==> src/rtl/sced_pkg.sv <==
// shared types, constants and the seven-segment code table
// no dependencies; used by every module of the coordinate entry display
`default_nettype none

package sced_pkg;

   localparam int unsigned LimitWidth = 7;
   localparam int unsigned PosWidth   = 8;
   localparam int unsigned SegWidth   = 8;
   localparam int unsigned BtnWidth   = 4;

   localparam logic [LimitWidth-1:0] LIMIT_RESET   = 7'd40;
   localparam logic [LimitWidth-1:0] LIMIT_CEILING = 7'd99;
   localparam logic [SegWidth-1:0]   DP_BIT        = 8'h80;

   // button bit positions
   localparam int unsigned BTN_DOWN  = 0;
   localparam int unsigned BTN_RIGHT = 1;
   localparam int unsigned BTN_LEFT  = 2;
   localparam int unsigned BTN_UP    = 3;

   typedef struct packed {
      logic [SegWidth-1:0] ones;
      logic [SegWidth-1:0] tens;
   } seg_pair_type;

   // active-low segments, decimal point off
   function automatic logic [SegWidth-1:0] seg_code(input logic [3:0] digit);
      logic [SegWidth-1:0] code;
      case (digit)
         4'd0: code = 8'hc0;
         4'd1: code = 8'hf9;
         4'd2: code = 8'ha4;
         4'd3: code = 8'hb0;
         4'd4: code = 8'h99;
         4'd5: code = 8'h92;
         4'd6: code = 8'h82;
         4'd7: code = 8'hf8;
         4'd8: code = 8'h80;
         4'd9: code = 8'h90;
         default: code = 8'hff;
      endcase
      return code;
   endfunction

endpackage

`default_nettype wire

==> src/rtl/sced_axis.sv <==
// one axis position step: raise then lower, each kept within plus or minus the limit
// depends on sced_pkg
`default_nettype none

module sced_axis (
   input  wire logic signed [sced_pkg::PosWidth-1:0]   pos,
   input  wire logic                                   raise,
   input  wire logic                                   lower,
   input  wire logic        [sced_pkg::LimitWidth-1:0] limit,
   output logic signed      [sced_pkg::PosWidth-1:0]   next_pos
);

   logic signed [sced_pkg::PosWidth:0] pos_w;
   logic signed [sced_pkg::PosWidth:0] lim_w;
   logic signed [sced_pkg::PosWidth:0] plus_one;
   logic signed [sced_pkg::PosWidth:0] mid_pos;
   logic signed [sced_pkg::PosWidth:0] minus_one;
   logic signed [sced_pkg::PosWidth:0] final_pos;

   always_comb begin
      pos_w     = {pos[sced_pkg::PosWidth-1], pos};
      lim_w     = $signed({2'b00, limit});
      plus_one  = pos_w + 9'sd1;
      mid_pos   = (raise && (plus_one <= lim_w)) ? plus_one : pos_w;
      minus_one = mid_pos - 9'sd1;
      final_pos = (lower && (minus_one >= -lim_w)) ? minus_one : mid_pos;
      next_pos  = final_pos[sced_pkg::PosWidth-1:0];
   end

endmodule

`default_nettype wire

==> src/rtl/sced_digits.sv <==
// magnitude of a signed position split into tens and ones, coded for the display
// depends on sced_pkg
`default_nettype none

module sced_digits (
   input  wire logic signed [sced_pkg::PosWidth-1:0] pos,
   output sced_pkg::seg_pair_type                    segs
);

   logic [sced_pkg::PosWidth-1:0]   mag_full;
   logic [sced_pkg::LimitWidth-1:0] mag;
   logic [14:0]                     prod;
   logic [3:0]                      tens;
   logic [sced_pkg::LimitWidth-1:0] tens_x10;
   logic [3:0]                      ones;
   logic                            neg;

   always_comb begin
      neg      = pos[sced_pkg::PosWidth-1];
      mag_full = neg ? (~pos + 8'd1) : pos;
      mag      = (mag_full > {1'b0, sced_pkg::LIMIT_CEILING})
                 ? sced_pkg::LIMIT_CEILING : mag_full[sced_pkg::LimitWidth-1:0];
      // divide by ten: exact for values up to 99
      prod     = 15'(mag) * 15'd205;
      tens     = prod[14:11];
      tens_x10 = 7'({tens, 3'b000}) + 7'({tens, 1'b0});
      ones     = 4'(mag - tens_x10);
      segs.ones = sced_pkg::seg_code(ones);
      segs.tens = sced_pkg::seg_code(tens);
      if (neg) begin
         segs.ones = segs.ones & ~sced_pkg::DP_BIT;
         segs.tens = segs.tens & ~sced_pkg::DP_BIT;
      end
   end

endmodule

`default_nettype wire

==> src/rtl/signed_coordinate_entry_display.sv <==
// signed coordinate entry: button edges move x/y positions, shown as segment bytes
// Usage:
//   req channel: one request per sample of the four raw buttons (valid/stall).
//   rsp channel: one result per request with four segment bytes and both
//   signed positions (valid/stall).
//   csr channel: writes the position limit; csr_ready is always high.
//   The input register takes an accepted request, and the update is written
//   into the result register once that register is free to take it.
//   Throughput is one request per cycle while rsp_stall stays low, set by the
//   single update stage that reads and writes the position registers.
//   When rsp_stall is high the result register holds; the input register can
//   still take one more request, then req_stall rises until the result moves.
//   Reset clears both positions and the previous button sample and sets the
//   limit to 40; both channels come out of reset empty.
//   Limits above 99 act as 99. The user must write the limit only while the
//   block is idle; the block itself does not enforce it.
// depends on sced_pkg, sced_axis, sced_digits
`default_nettype none

module signed_coordinate_entry_display (
   input  wire logic                                   clock,
   input  wire logic                                   reset,
   input  wire logic                                   req_valid,
   output logic                                        req_stall,
   input  wire logic [sced_pkg::BtnWidth-1:0]          req_buttons,
   output logic                                        rsp_valid,
   input  wire logic                                   rsp_stall,
   output logic [sced_pkg::SegWidth-1:0]               rsp_y_ones_segments,
   output logic [sced_pkg::SegWidth-1:0]               rsp_y_tens_segments,
   output logic [sced_pkg::SegWidth-1:0]               rsp_x_ones_segments,
   output logic [sced_pkg::SegWidth-1:0]               rsp_x_tens_segments,
   output logic signed [sced_pkg::PosWidth-1:0]        rsp_y_value,
   output logic signed [sced_pkg::PosWidth-1:0]        rsp_x_value,
   input  wire logic                                   csr_valid,
   output logic                                        csr_ready,
   input  wire logic [sced_pkg::LimitWidth-1:0]        csr_position_limit
);

   logic [sced_pkg::BtnWidth-1:0]          buttons_ff;
   logic                                   s1_valid_ff;
   logic                                   s1_valid_in;
   logic [sced_pkg::BtnWidth-1:0]          prev_ff;
   logic signed [sced_pkg::PosWidth-1:0]   y_pos_ff;
   logic signed [sced_pkg::PosWidth-1:0]   x_pos_ff;
   logic [sced_pkg::LimitWidth-1:0]        limit_ff;
   logic                                   rsp_valid_ff;
   logic                                   rsp_valid_in;
   sced_pkg::seg_pair_type                 y_segs_ff;
   sced_pkg::seg_pair_type                 x_segs_ff;

   logic                                   req_take;
   logic                                   out_free;
   logic                                   advance;
   logic [sced_pkg::LimitWidth-1:0]        eff_limit;
   logic [sced_pkg::BtnWidth-1:0]          edges;
   logic signed [sced_pkg::PosWidth-1:0]   y_next;
   logic signed [sced_pkg::PosWidth-1:0]   x_next;
   sced_pkg::seg_pair_type                 y_segs;
   sced_pkg::seg_pair_type                 x_segs;

   assign csr_ready = 1'b1;
   assign out_free  = !rsp_valid_ff || !rsp_stall;
   assign advance   = s1_valid_ff && out_free;
   assign req_stall = s1_valid_ff && !out_free;
   assign req_take  = req_valid && !req_stall;

   assign eff_limit = (limit_ff > sced_pkg::LIMIT_CEILING) ? sced_pkg::LIMIT_CEILING : limit_ff;
   assign edges     = buttons_ff & ~prev_ff;

   sced_axis u_axis_y (
      .pos      (y_pos_ff),
      .raise    (edges[sced_pkg::BTN_UP]),
      .lower    (edges[sced_pkg::BTN_DOWN]),
      .limit    (eff_limit),
      .next_pos (y_next)
   );

   sced_axis u_axis_x (
      .pos      (x_pos_ff),
      .raise    (edges[sced_pkg::BTN_LEFT]),
      .lower    (edges[sced_pkg::BTN_RIGHT]),
      .limit    (eff_limit),
      .next_pos (x_next)
   );

   sced_digits u_digits_y (
      .pos  (y_next),
      .segs (y_segs)
   );

   sced_digits u_digits_x (
      .pos  (x_next),
      .segs (x_segs)
   );

   always_comb begin
      s1_valid_in = s1_valid_ff;
      if (req_take) begin
         s1_valid_in = 1'b1;
      end else if (advance) begin
         s1_valid_in = 1'b0;
      end
      rsp_valid_in = rsp_valid_ff;
      if (advance) begin
         rsp_valid_in = 1'b1;
      end else if (!rsp_stall) begin
         rsp_valid_in = 1'b0;
      end
   end

   always_ff @(posedge clock) begin
      if (reset) begin
         s1_valid_ff  <= 1'b0;
         rsp_valid_ff <= 1'b0;
         prev_ff      <= '0;
         y_pos_ff     <= '0;
         x_pos_ff     <= '0;
         limit_ff     <= sced_pkg::LIMIT_RESET;
      end else begin
         s1_valid_ff  <= s1_valid_in;
         rsp_valid_ff <= rsp_valid_in;
         if (csr_valid && csr_ready) begin
            limit_ff <= csr_position_limit;
         end
         if (advance) begin
            prev_ff  <= buttons_ff;
            y_pos_ff <= y_next;
            x_pos_ff <= x_next;
         end
      end
   end

   // payload registers
   always_ff @(posedge clock) begin
      if (req_take) begin
         buttons_ff <= req_buttons;
      end
      if (advance) begin
         y_segs_ff <= y_segs;
         x_segs_ff <= x_segs;
      end
   end

   assign rsp_valid           = rsp_valid_ff;
   assign rsp_y_ones_segments = y_segs_ff.ones;
   assign rsp_y_tens_segments = y_segs_ff.tens;
   assign rsp_x_ones_segments = x_segs_ff.ones;
   assign rsp_x_tens_segments = x_segs_ff.tens;
   assign rsp_y_value         = y_pos_ff;
   assign rsp_x_value         = x_pos_ff;

   // positions never leave the displayable range
   assert property (@(posedge clock) disable iff (reset)
      (y_pos_ff <= 8'sd99) && (y_pos_ff >= -8'sd99) &&
      (x_pos_ff <= 8'sd99) && (x_pos_ff >= -8'sd99))
      else $error("position out of range");

   // input side only stalls while the input register holds a request
   assert property (@(posedge clock) disable iff (reset)
      req_stall |-> s1_valid_ff)
      else $error("stall with empty input register");

   // a request that leaves the input register shows up as a result next cycle
   assert property (@(posedge clock) disable iff (reset)
      advance |=> rsp_valid_ff)
      else $error("result lost after update");

   // positions change only on an update
   assert property (@(posedge clock) disable iff (reset)
      !advance |=> $stable(y_pos_ff) && $stable(x_pos_ff))
      else $error("position changed without an update");

endmodule

`default_nettype wire

==> config.mk <==
export PLATFORM = sky130hd
export DESIGN_NAME = signed_coordinate_entry_display
export DESIGN_NICKNAME = d
export VERILOG_FILES = /design/src/rtl/sced_pkg.sv /design/src/rtl/sced_axis.sv /design/src/rtl/sced_digits.sv /design/src/rtl/signed_coordinate_entry_display.sv
export SDC_FILE = /design/constraint.sdc
export NUM_CORES = 1
export LEC_CHECK = 0
export BUFFER_PORTS_ARGS = -buffer_cell sky130_fd_sc_hd__buf_2
export CAP_MARGIN = 10
export CORE_AREA = 4 4 122 136
export CTS_CLUSTER_SIZE = 12
export DETAILED_ROUTE_END_ITERATION = 12
export DIE_AREA = 0 0 126 140
export PLACE_DENSITY = 0.78
export SLEW_MARGIN = 10
export SYNTH_ARGS = -nofsm -noshare
export SYNTH_HDL_FRONTEND = slang
export SYNTH_HIERARCHICAL = 1
export SYNTH_SLANG_ARGS = --single-unit
==> constraint.sdc <==
create_clock -name clock -period 12.14 [get_ports clock]
set_clock_uncertainty 0.1 [all_clocks]
set_input_delay 2.428 -clock clock [delete_from_list [all_inputs] [get_ports clock]]
set_output_delay 2.428 -clock clock [all_outputs]
set_load 0.05 [all_outputs]
Word level (Yosys, flattened, before mapping)
Memory sizes are Yosys's and may differ from the RTL's. A register that Yosys moved wholly into a read port is not among the register bits.
Cells that the tools add are included.

word-level totals
  flip-flop bits (word level) = 37
  memory bits (read-only) = 448
  input bits = 16
  output and inout bits = 51
  word-level logic and storage cells = 66
  memories kept = 4

memory list
  name              depth  bits a word  rd ports  clocked after memory_dff  wr ports  line            RTL
  (name not given)  16     7            1         1                         0         sced_pkg.sv:30  case (digit)
  (name not given)  16     7            1         1                         0         sced_pkg.sv:30
  (name not given)  16     7            1         1                         0         sced_pkg.sv:30
  (name not given)  16     7            1         1                         0         sced_pkg.sv:30

cells by class
  add/subtract/negate cells = 11
  $mul = 2
  magnitude comparators = 7
  equal/unequal tests = 1
  mux-type cells = 13
  bitwise logic cells = 4
  reduce and logical (&&, ||, !) cells = 13

operator list
  kind                                                                              count
  8-bit two-way mux                                                                 4
  7-bit by 8-bit multiplier with 15-bit output (second input constant)              2
  7-bit two-way mux                                                                 3
  8-bit by 2-bit adder with 9-bit output (second input constant)                    2
  9-bit >= comparator                                                               2
  9-bit by 8-bit less-or-equal comparator with 1-bit output                         2
  9-bit two-way mux                                                                 2
  9-bit by 2-bit subtractor with 9-bit output (second input constant)               2
  8-bit by 1-bit adder with 8-bit output (second input constant)                    2
  8-bit by 7-bit greater-than comparator with 1-bit output (second input constant)  2
  8-bit NOT                                                                         2
  7-bit negator with 9-bit output                                                   1
  4-bit adder                                                                       2
  4-bit subtractor                                                                  2
  7-bit greater-than comparator (second input constant)                             1
  1-bit logical AND                                                                 7
  4-bit bitwise AND                                                                 1
  1-bit zero test                                                                   4
  1-bit two-way mux                                                                 4
  4-bit NOT                                                                         1
  2-bit by 1-bit != test with 1-bit output (second input constant)                  1
  2-bit nonzero test                                                                1
  1-bit logical OR                                                                  1

Longest topological paths before layout
Gate-level depths: netlist of run 1.

  word-level depth = 17
  gate-level depth with buffers = 57
  gate-level depth less buffers = 54

Hierarchy
The synthesis of run 1 kept the hierarchy.

by module, submodules not included
  module                           instances  cells each  area an instance (um^2)  sequential area each (um^2)
  sced_axis                        2          158         1251.2                   0.0
  signed_coordinate_entry_display  1          170         2409.8                   1661.6
  sced_digits at u_digits_x        1          231         1810.5                   0.0
  sced_digits at u_digits_y        1          219         1769.2                   0.0

Worst setup path after synthesis of run 1
Ideal clock, no wire load.

  path type = reg2reg
  from = register y_pos_ff, in the netlist rsp_y_value[0]
  to = register rsp_y_ones_segments[4] (netlist name)
  setup time = 260 ps
  data arrival time = 11687 ps
  required time = 11780 ps
  setup slack = 93 ps
  cell stages (with the launch flop) = 50
  buffers on the path = 2
  period minus slack after synthesis = 12047 ps
  cell sequence = dfxtp_1 ha_1 buf_2 nand3_2 xnor2_1 ha_1 a211oi_2 o211ai_2 o21ai_4 a21oi_4 nor2_2 mux2i_1 ha_1 nand2_1 nor2_1 a31oi_4 or3_4 xor2_1 (+14 left out) inv_1 ha_1 ha_1 or2_2 fa_1 ha_1 ha_1 a21oi_1 o21ai_0 a2111oi_0 a211oi_4 a21oi_2 xnor2_1 ha_1 a31oi_2 xnor2_1 xnor2_4 mux2_4

on the way
  cells in the longest elaborated chain, start to end = 16

RTL lines
  item                                                       line                                    RTL
  from (decl)                                                signed_coordinate_entry_display.sv:43   logic signed [sced_pkg::PosWidth-1:0] y_pos_ff;
  from (signal assigned)                                     signed_coordinate_entry_display.sv:127  y_pos_ff <= y_next;
  8-bit by 2-bit adder with 9-bit output                     sced_axis.sv:23                         plus_one = pos_w + 9'sd1;
  9-bit by 8-bit less-or-equal comparator with 1-bit output  sced_axis.sv:24                         mid_pos = (raise && (plus_one <= lim_w)) ? plus_one : pos_w;
  1-bit logical AND                                          sced_axis.sv:24
  9-bit two-way mux *                                        sced_axis.sv:24
  9-bit by 2-bit subtractor with 9-bit output                sced_axis.sv:25                         minus_one = mid_pos - 9'sd1;
  9-bit >= comparator                                        sced_axis.sv:26                         final_pos = (lower && (minus_one >= -lim_w)) ? minus_one : mid_pos;
  1-bit logical AND                                          sced_axis.sv:26
  8-bit two-way mux *                                        sced_axis.sv:26
  via y_next, one bit                                        signed_coordinate_entry_display.sv:56   logic signed [sced_pkg::PosWidth-1:0] y_next;
  8-bit NOT                                                  sced_digits.sv:20                       mag_full = neg ? (~pos + 8'd1) : pos;
  8-bit by 1-bit adder with 8-bit output                     sced_digits.sv:20
  8-bit two-way mux *                                        sced_digits.sv:20
  8-bit by 7-bit greater-than comparator with 1-bit output   sced_digits.sv:21                       mag = (mag_full > {1'b0, sced_pkg::LIMIT_CEILING})
  7-bit two-way mux *                                        sced_digits.sv:22                       ? sced_pkg::LIMIT_CEILING : mag_full[sced_pkg::LimitWidth-1:0];
  7-bit by 8-bit multiplier with 15-bit output               sced_digits.sv:24                       prod = 15'(mag) * 15'd205;
  4-bit adder                                                sced_digits.sv:26                       tens_x10 = 7'({tens, 3'b000}) + 7'({tens, 1'b0});
  4-bit subtractor *                                         sced_digits.sv:27                       ones = 4'(mag - tens_x10);

Mark *: on every way through the listed nets, which the timed path passes. The rest lies on a longest branch.
A chain may end at the register's enable or synchronous reset.

Worst setup path in the final report of run 1
  from = register x_pos_ff, in the netlist rsp_x_value[0]
  to = register rsp_x_ones_segments[4] (netlist name)

on the way
  cells in the longest elaborated chain, start to end = 16

RTL lines
  item                                                       line                                    RTL
  from (decl)                                                signed_coordinate_entry_display.sv:44   logic signed [sced_pkg::PosWidth-1:0] x_pos_ff;
  from (signal assigned)                                     signed_coordinate_entry_display.sv:128  x_pos_ff <= x_next;
  8-bit by 2-bit adder with 9-bit output                     sced_axis.sv:23
  9-bit by 8-bit less-or-equal comparator with 1-bit output  sced_axis.sv:24
  1-bit logical AND                                          sced_axis.sv:24
  9-bit two-way mux *                                        sced_axis.sv:24
  9-bit by 2-bit subtractor with 9-bit output                sced_axis.sv:25
  9-bit >= comparator                                        sced_axis.sv:26
  1-bit logical AND                                          sced_axis.sv:26
  8-bit two-way mux *                                        sced_axis.sv:26
  via x_next, one bit                                        signed_coordinate_entry_display.sv:57   logic signed [sced_pkg::PosWidth-1:0] x_next;
  8-bit NOT                                                  sced_digits.sv:20
  8-bit by 1-bit adder with 8-bit output                     sced_digits.sv:20
  8-bit two-way mux *                                        sced_digits.sv:20
  8-bit by 7-bit greater-than comparator with 1-bit output   sced_digits.sv:21
  7-bit two-way mux *                                        sced_digits.sv:22
  7-bit by 8-bit multiplier with 15-bit output               sced_digits.sv:24
  4-bit adder                                                sced_digits.sv:26
  4-bit subtractor *                                         sced_digits.sv:27

Marked as above.

==> flow_summary.toml, run 1 <==
[yosys]
avgSynthCellArea_sq_um = 9.07
post_synth_top_area_share = 0.189
synthFlopType = "edfxtp_1"
synth_top_cell_by_area = "ha_1"
synth_area_sq_um = 8490
synth_enable_flop_cells = 36
synthArstFlopShare = 0
ys_types = 93
post_synth_main_area_contributors = "ha_1 (19%), edfxtp_1 (13%), dfxtp_1 (6.8%), mux2i_1 (5.7%), xnor2_1 (5.1%)"
synth_sequential_area_ratio = 0.196
syn-num-nets = 1096
yosysWarningCount = 6
synth-seq-cells = 65
netlist_instances = 936

[clock_network]
clock_buffers_created_by_tritoncts = 9
clock_sink_count = 65
clk_pin_slew_worst_paths_ps = 60
clock_path_buffers = 2
postCtsHoldBufs = 0
clock-root-buffer = "clkbuf_16"
tritoncts = "done"
clk-insertion-delay-late_ps = 350
cts-htree-levels = 3

[layout]
register_area_sq_um = 1670
syn_to_final_growth_pct = 11.6
n_antenna_cell = 0
multiInputGateArea_sq_um = 6290
final_core_utilization = 0.616
final_layout_fill_cell_count = 1302
post_route_cells_drive_above_1_share = 0.206
design_area_sq_um = 9480
layout.nets = 1171

[setup_path]
crit_top_cell = "ha_1"
worst_ep_required_time_ps = 12140
critical_path.max_stage_delay_ps = 520
critical_path_arrival_ps = 11550
family_with_the_most_delay_on_the_worst_path = "simple AND/OR/NAND/NOR gates"
crit_fanout = 9
worst-setup-path-type = "reg2reg"
critical_path.startpoint_type = "register"
worst-path-buf-inv = 7
crit_slowest_cell = "or4b_4"
critical_path.endpoint_type = "register"

[floorplanning]
die_width_um = 126
num_rows = 48
ioPinCount = 67
die_height_um = 140
initial_utilization = 0.552
design.die.area_sq_um = 17600
core_sq_um = 15400

[global_routing]
grt_max_degree = 53
first_global_vias = 6547
antenna_found_initial = 0
global_route.overflow_total = 0
globalRouteTotalUtil = 0.203
grt_pass1_wl_um = 30000

[drt]
drt_iter0_markers = 396
drc_errors = 0
finalWirelength_um = 17900
antenna_violating_nets_post_route = 0
num_vias = 6689
avgRoutedWirePerCell_um = 14.7
post_drt_via_cell_ratio = 5.50
detailedRoute.firstPassIterationCount = 5

[placed_design]
post_dp_cell_area_sq_um = 9070
hpwl_um = 14000
globalplace.congestion = 0.920
portBuffers = 65
dp_worst_setup_slack_ps = 82.0

[timing]
timing_hold_violations_final = 0
setup_viol_count_final = 0
slew-limit-headroom = 0.431
transition_time_at_the_pin_with_the_least_slew_margin_ps = 849
fmax_ghz = 0.0866
post-route-min-period_ps = 11550
timing.final.ws_setup_ps = 590
maxSlewViolCount = 0
final_period_util = 0.951

[min_path]
min_path_type = "reg2reg"

[job]
max_cap_violations = 0

[outcome]
outcome = "completed"
area by class of cell:
class                   instances  share of cell area
well taps                     200              0.0264
clock buffers                   9              0.0238
multi-input cells             732               0.663
flip-flops and latches         65               0.176
repair buffers                103              0.0644
inverters                     100              0.0396
clock inverters                 7             0.00660
worst register-to-register path, delay by kind of cell (launching register included):
family                     cells  cell delay (ps)
AOI/OAI and AO/OA             10             1500
xor gates and xnor gates       6              920
adders and majority gates     10             3220
buffers and inverters          7              790
DFF                            1              380
muxes                          3              820
and+or+nand+nor               13             3540
cell families after synthesis:
family,share of synthesized area
simple gates,0.202
fa+ha+maj,0.226
compound gates,0.138
buf+inv,0.0734
xor+xnor,0.0992
flops,0.196
mux,0.0645
other cells,0.000442
sequential cells by signal, indices dropped and copies added, names as in the netlist, 4 cells and up:
register	cells
buttons_ff	4
limit_ff	7
prev_ff	4
rsp_x_ones_segments	8
rsp_x_tens_segments	8
rsp_x_value	8
rsp_y_ones_segments	8
rsp_y_tens_segments	8
rsp_y_value	8
Yosys cell counts (4+ instances only):
| cell type | count |
|---|---|
| or4_1 | 4 |
| nor2_1 | 58 |
| dfxtp_1 | 29 |
| buf_6 | 5 |
| a21oi_1 | 32 |
| o21a_1 | 5 |
| xnor2_1 | 49 |
| mux2i_1 | 48 |
| a211oi_1 | 6 |
| nor3_1 | 14 |
| and2_1 | 7 |
| ha_1 | 128 |
| xnor2_2 | 4 |
| nand3_1 | 21 |
| and3_1 | 10 |
| fa_1 | 16 |
| nor3b_1 | 5 |
| xor2_1 | 31 |
| nand2b_1 | 56 |
| o21ai_0 | 16 |
| or2_2 | 8 |
| edfxtp_1 | 36 |
| nand2_1 | 61 |
| buf_2 | 6 |
| o31ai_1 | 8 |
| or3_1 | 6 |
| clkbuf_1 | 14 |
| a31oi_1 | 8 |
| inv_1 | 99 |
| o211ai_2 | 8 |
| a21o_1 | 9 |
| nor2b_1 | 8 |
| nand4_1 | 12 |
| buf_4 | 7 |
metrics by stage:
step / hold slack, ps / setup TNS (ps) / std cells
floorplan: 348 / 0 / 936
global placement: 360 / 0 / 1196
detailed placement: 372 / 0 / 1196
CTS: 383 / 0 / 1212
global route: 410 / -38.2 / 1216
finish: 379 / 0 / 1216
timing repair:
item | in CTS | in global routing
setup buffers | 0 | 4
endpoints found under the setup margin | 0 | 20
resized for setup | 0 | 21
metal layers:
metal | share of wire | track usage | wire length, um | up-vias
met5 | 0 | 0 | 0 | -
met1 | 0.43 | 0.247 | 7760 | 3087
li1 | - | - | - | 3407
met3 | 0.047 | 0.0412 | 836 | 27
met2 | 0.50 | 0.358 | 8870 | 168
met4 | 0.022 | 0.0672 | 385 | 0
cell usage in the layout (no fill, tap or decap), drive strengths merged, types with 16 or more instances in the layout:
master / n
nand2: 61
nand2b: 56
nor3: 16
xnor2: 54
edfxtp: 36
o21ai: 21
dfxtp: 29
nor2: 60
fa: 16
inv: 103
ha: 128
xor2: 34
a21oi: 35
buf: 103
nand3: 26
mux2i: 48
worst paths after layout:
check	depth (start not counted)	slack [ps]	to	from
worst max-delay path	49	590	rsp_x_ones_segments[4]$_DFFE_PP_	rsp_x_value[0]$_SDFFE_PP0P_
worst min-delay path	2	380	prev_ff[2]$_SDFFE_PP0P_	prev_ff[2]$_SDFFE_PP0P_
worst max register to register	49	590	rsp_x_ones_segments[4]$_DFFE_PP_	rsp_x_value[0]$_SDFFE_PP0P_
worst min register to register	2	380	prev_ff[2]$_SDFFE_PP0P_	prev_ff[2]$_SDFFE_PP0P_
Power of run 1 is left out: the tool's default activity adds up to more than one toggle a clock period on the data nets, which glitch-free logic cannot reach.
==> run 2, diff against run 1 <==
--- a/config.mk
+++ b/config.mk
@@ -7,8 +7,10 @@
 export LEC_CHECK = 0
+export ABC_AREA = 1
+export ABC_CLOCK_PERIOD_IN_PS = 12140
 export BUFFER_PORTS_ARGS = -buffer_cell sky130_fd_sc_hd__buf_2
 export CAP_MARGIN = 10
-export CORE_AREA = 4 4 122 136
+export CORE_AREA = 4 4 120 134
 export CTS_CLUSTER_SIZE = 12
 export DETAILED_ROUTE_END_ITERATION = 12
-export DIE_AREA = 0 0 126 140
+export DIE_AREA = 0 0 124 138
 export PLACE_DENSITY = 0.78
--- a/constraint.sdc
+++ b/constraint.sdc
@@ -4,2 +4,2 @@
 set_output_delay 2.428 -clock clock [all_outputs]
-set_load 0.05 [all_outputs]
+set_load 0.01 [all_outputs]
==> run 2 against run 1 <==
Against the previous run:
- flip-flop and latch count stayed put
- utilization is 0.64 points lower
- final cell count is 14% higher
- register-to-register slack better by 600 ps
- first-iteration DRC count is 0.25% higher
- fmax is 5.5% higher
- worst hold slack better by 3.1 ps
- synthesized cell count is 21% higher
- wire length is 1.9% lower
- largest cell class unchanged
==> flow_summary.toml, run 2 <==
[setup_path]
critical_path.max_stage_delay_ps = 590
crit_top_cell = "nand2_1"
critical_path_arrival_ps = 10950
worst_ep_required_time_ps = 12140
crit_slowest_cell = "a21boi_0"
worst-setup-path-type = "reg2reg"
critical_path.endpoint_type = "register"
worst-path-buf-inv = 9
family_with_the_most_delay_on_the_worst_path = "simple AND/OR/NAND/NOR gates"
crit_fanout = 9
critical_path.startpoint_type = "register"

[clock_network]
clock-root-buffer = "clkbuf_16"
clk_pin_slew_worst_paths_ps = 60
clock_path_buffers = 2
clock_sink_count = 65
clock_buffers_created_by_tritoncts = 9
postCtsHoldBufs = 0
cts-htree-levels = 3
clk-insertion-delay-late_ps = 340
post_cts.resized_instances = 0
post_cts.repair.setup_buffers = 0
tritoncts = "done"

[layout]
syn_to_final_growth_pct = 8.85
layoutNonFillerInstCount = 1386
mostFrequentLayoutCell = "nand2_1"
layout.nets = 1345
post_route_cells_drive_above_1_share = 0.181
final_core_utilization = 0.610
most-common-layout-cells = "nand2_1 (256), inv_1 (187), ha_1 (128)"
n_antenna_cell = 0

[outcome]
outcome = "completed"

[floorplanning]
design.die.area_sq_um = 17100
core_sq_um = 14800
die_height_um = 138
ioPinCount = 67
num_rows = 47
initial_utilization = 0.560
die_width_um = 124

[yosys]
netlist_instances = 1129
post-synth-top-count-cell = "nand2_1"
syn-num-nets = 1289
synthFlopType = "edfxtp_1"
synth-seq-cells = 65
ys_types = 53
synthArstFlopShare = 0
yosysWarningCount = 6
netlist_top_cells_count = "nand2_1 (256), inv_1 (187), ha_1 (128)"
synth_area_sq_um = 8270
synth_top_cell_by_area = "ha_1"
synth_enable_flop_cells = 36
post_synth_main_area_contributors = "ha_1 (19%), edfxtp_1 (13%), nand2_1 (12%), inv_1 (8.5%), dfxtp_1 (7.0%)"
synth_sequential_area_ratio = 0.201
avgSynthCellArea_sq_um = 7.33
post_synth_top_area_share = 0.194

[timing]
slew-limit-headroom = 0.299
fmax_ghz = 0.0913
setup_repair_after_global_routing_missed_its_margin = "no"
setup_viol_count_final = 0
maxSlewViolCount = 0
transition_time_at_the_pin_with_the_least_slew_margin_ps = 1050
post-route-min-period_ps = 10950
final_period_util = 0.902
totalNegativeSetupSlack_ps = 0
hold-worst-slack_ps = 382
timing_hold_violations_final = 0

[global_routing]
globalRouteTotalUtil = 0.211
global_route.overflow_total = 0
grt_max_degree = 43
grt_pass1_wl_um = 29900
first_global_vias = 6737
antenna_found_initial = 0

[drt]
num_vias = 7059
antenna_violating_nets_post_route = 0
finalWirelength_um = 17500
drt_iter0_markers = 397
detailedRoute.firstPassIterationCount = 5
post_drt_via_cell_ratio = 5.09
drc_errors = 0
avgRoutedWirePerCell_um = 12.6

[placed_design]
portBuffers = 65
placed_cells_incl_taps = 1370
globalplace.congestion = 0.958
hpwl_um = 14100

[min_path]
min_path_type = "reg2reg"

[job]
max_cap_violations = 0
[run 2: per-layer routing]
metal / wire (um) / global-route usage / vias to the layer above / share of wire
met5: 0 / 0 / - / 0
met4: 263 / 0.0565 / 0 / 0.015
met3: 777 / 0.0331 / 25 / 0.044
met2: 8720 / 0.371 / 133 / 0.50
met1: 7760 / 0.265 / 3212 / 0.44
li1: - / - / 3689 / -
[run 2: final timing paths]
check | startpoint | to | slack [ps] | cells after the start
hold reg to reg | prev_ff[1]$_SDFFE_PP0P_ | prev_ff[1]$_SDFFE_PP0P_ | 380 | 2
setup / recovery | limit_ff[6]$_SDFFE_PP0P_ | rsp_x_ones_segments[4]$_DFFE_PP_ | 1190 | 61
setup reg to reg | limit_ff[6]$_SDFFE_PP0P_ | rsp_x_ones_segments[4]$_DFFE_PP_ | 1190 | 61
hold / removal | prev_ff[1]$_SDFFE_PP0P_ | prev_ff[1]$_SDFFE_PP0P_ | 380 | 2
[run 2: metrics by stage]
stage                     setup slack, ps  instance area, sq um
after floorplan                      2620                  8270
after global placement               1470                  8700
after detailed placement             1300                  8700
after CTS                            1250                  9000
after global routing                  267                  9000
final                                1190                  9000
[run 2: cells by family (layout without fill, tap and decap cells)]
logic type                 Yosys count  count (layout)  synth area share
DFF                                 65              65             0.201
xor gates and xnor gates            34              34            0.0401
buffers and inverters              224             285             0.111
AOI/OAI and AO/OA                   90              90            0.0644
and+or+nand+nor                    571             571             0.351
other                                1               1          0.000453
adders and majority gates          144             144             0.232
[run 2: worst min-delay path, delay by kind of cell (launching register included)]
| family | cells | cell delay [ps] |
|---|---|---|
| AND/OR/NAND/NOR | 1 | 80 |
| AO/OA/AOI/OAI | 1 | 40 |
| flip-flops | 1 | 330 |
[run 2: final cells by class]
class / instances / area [sq um]
well taps: 196 / 245
repair buffers: 65 / 325
flip-flops and latches: 65 / 1660
fillers: 1309 / 5760
multi-input cells: 840 / 5700
inverters: 204 / 766
clock buffers: 9 / 225
clock inverters: 7 / 78.8
Power of run 2 is left out for the same reason.
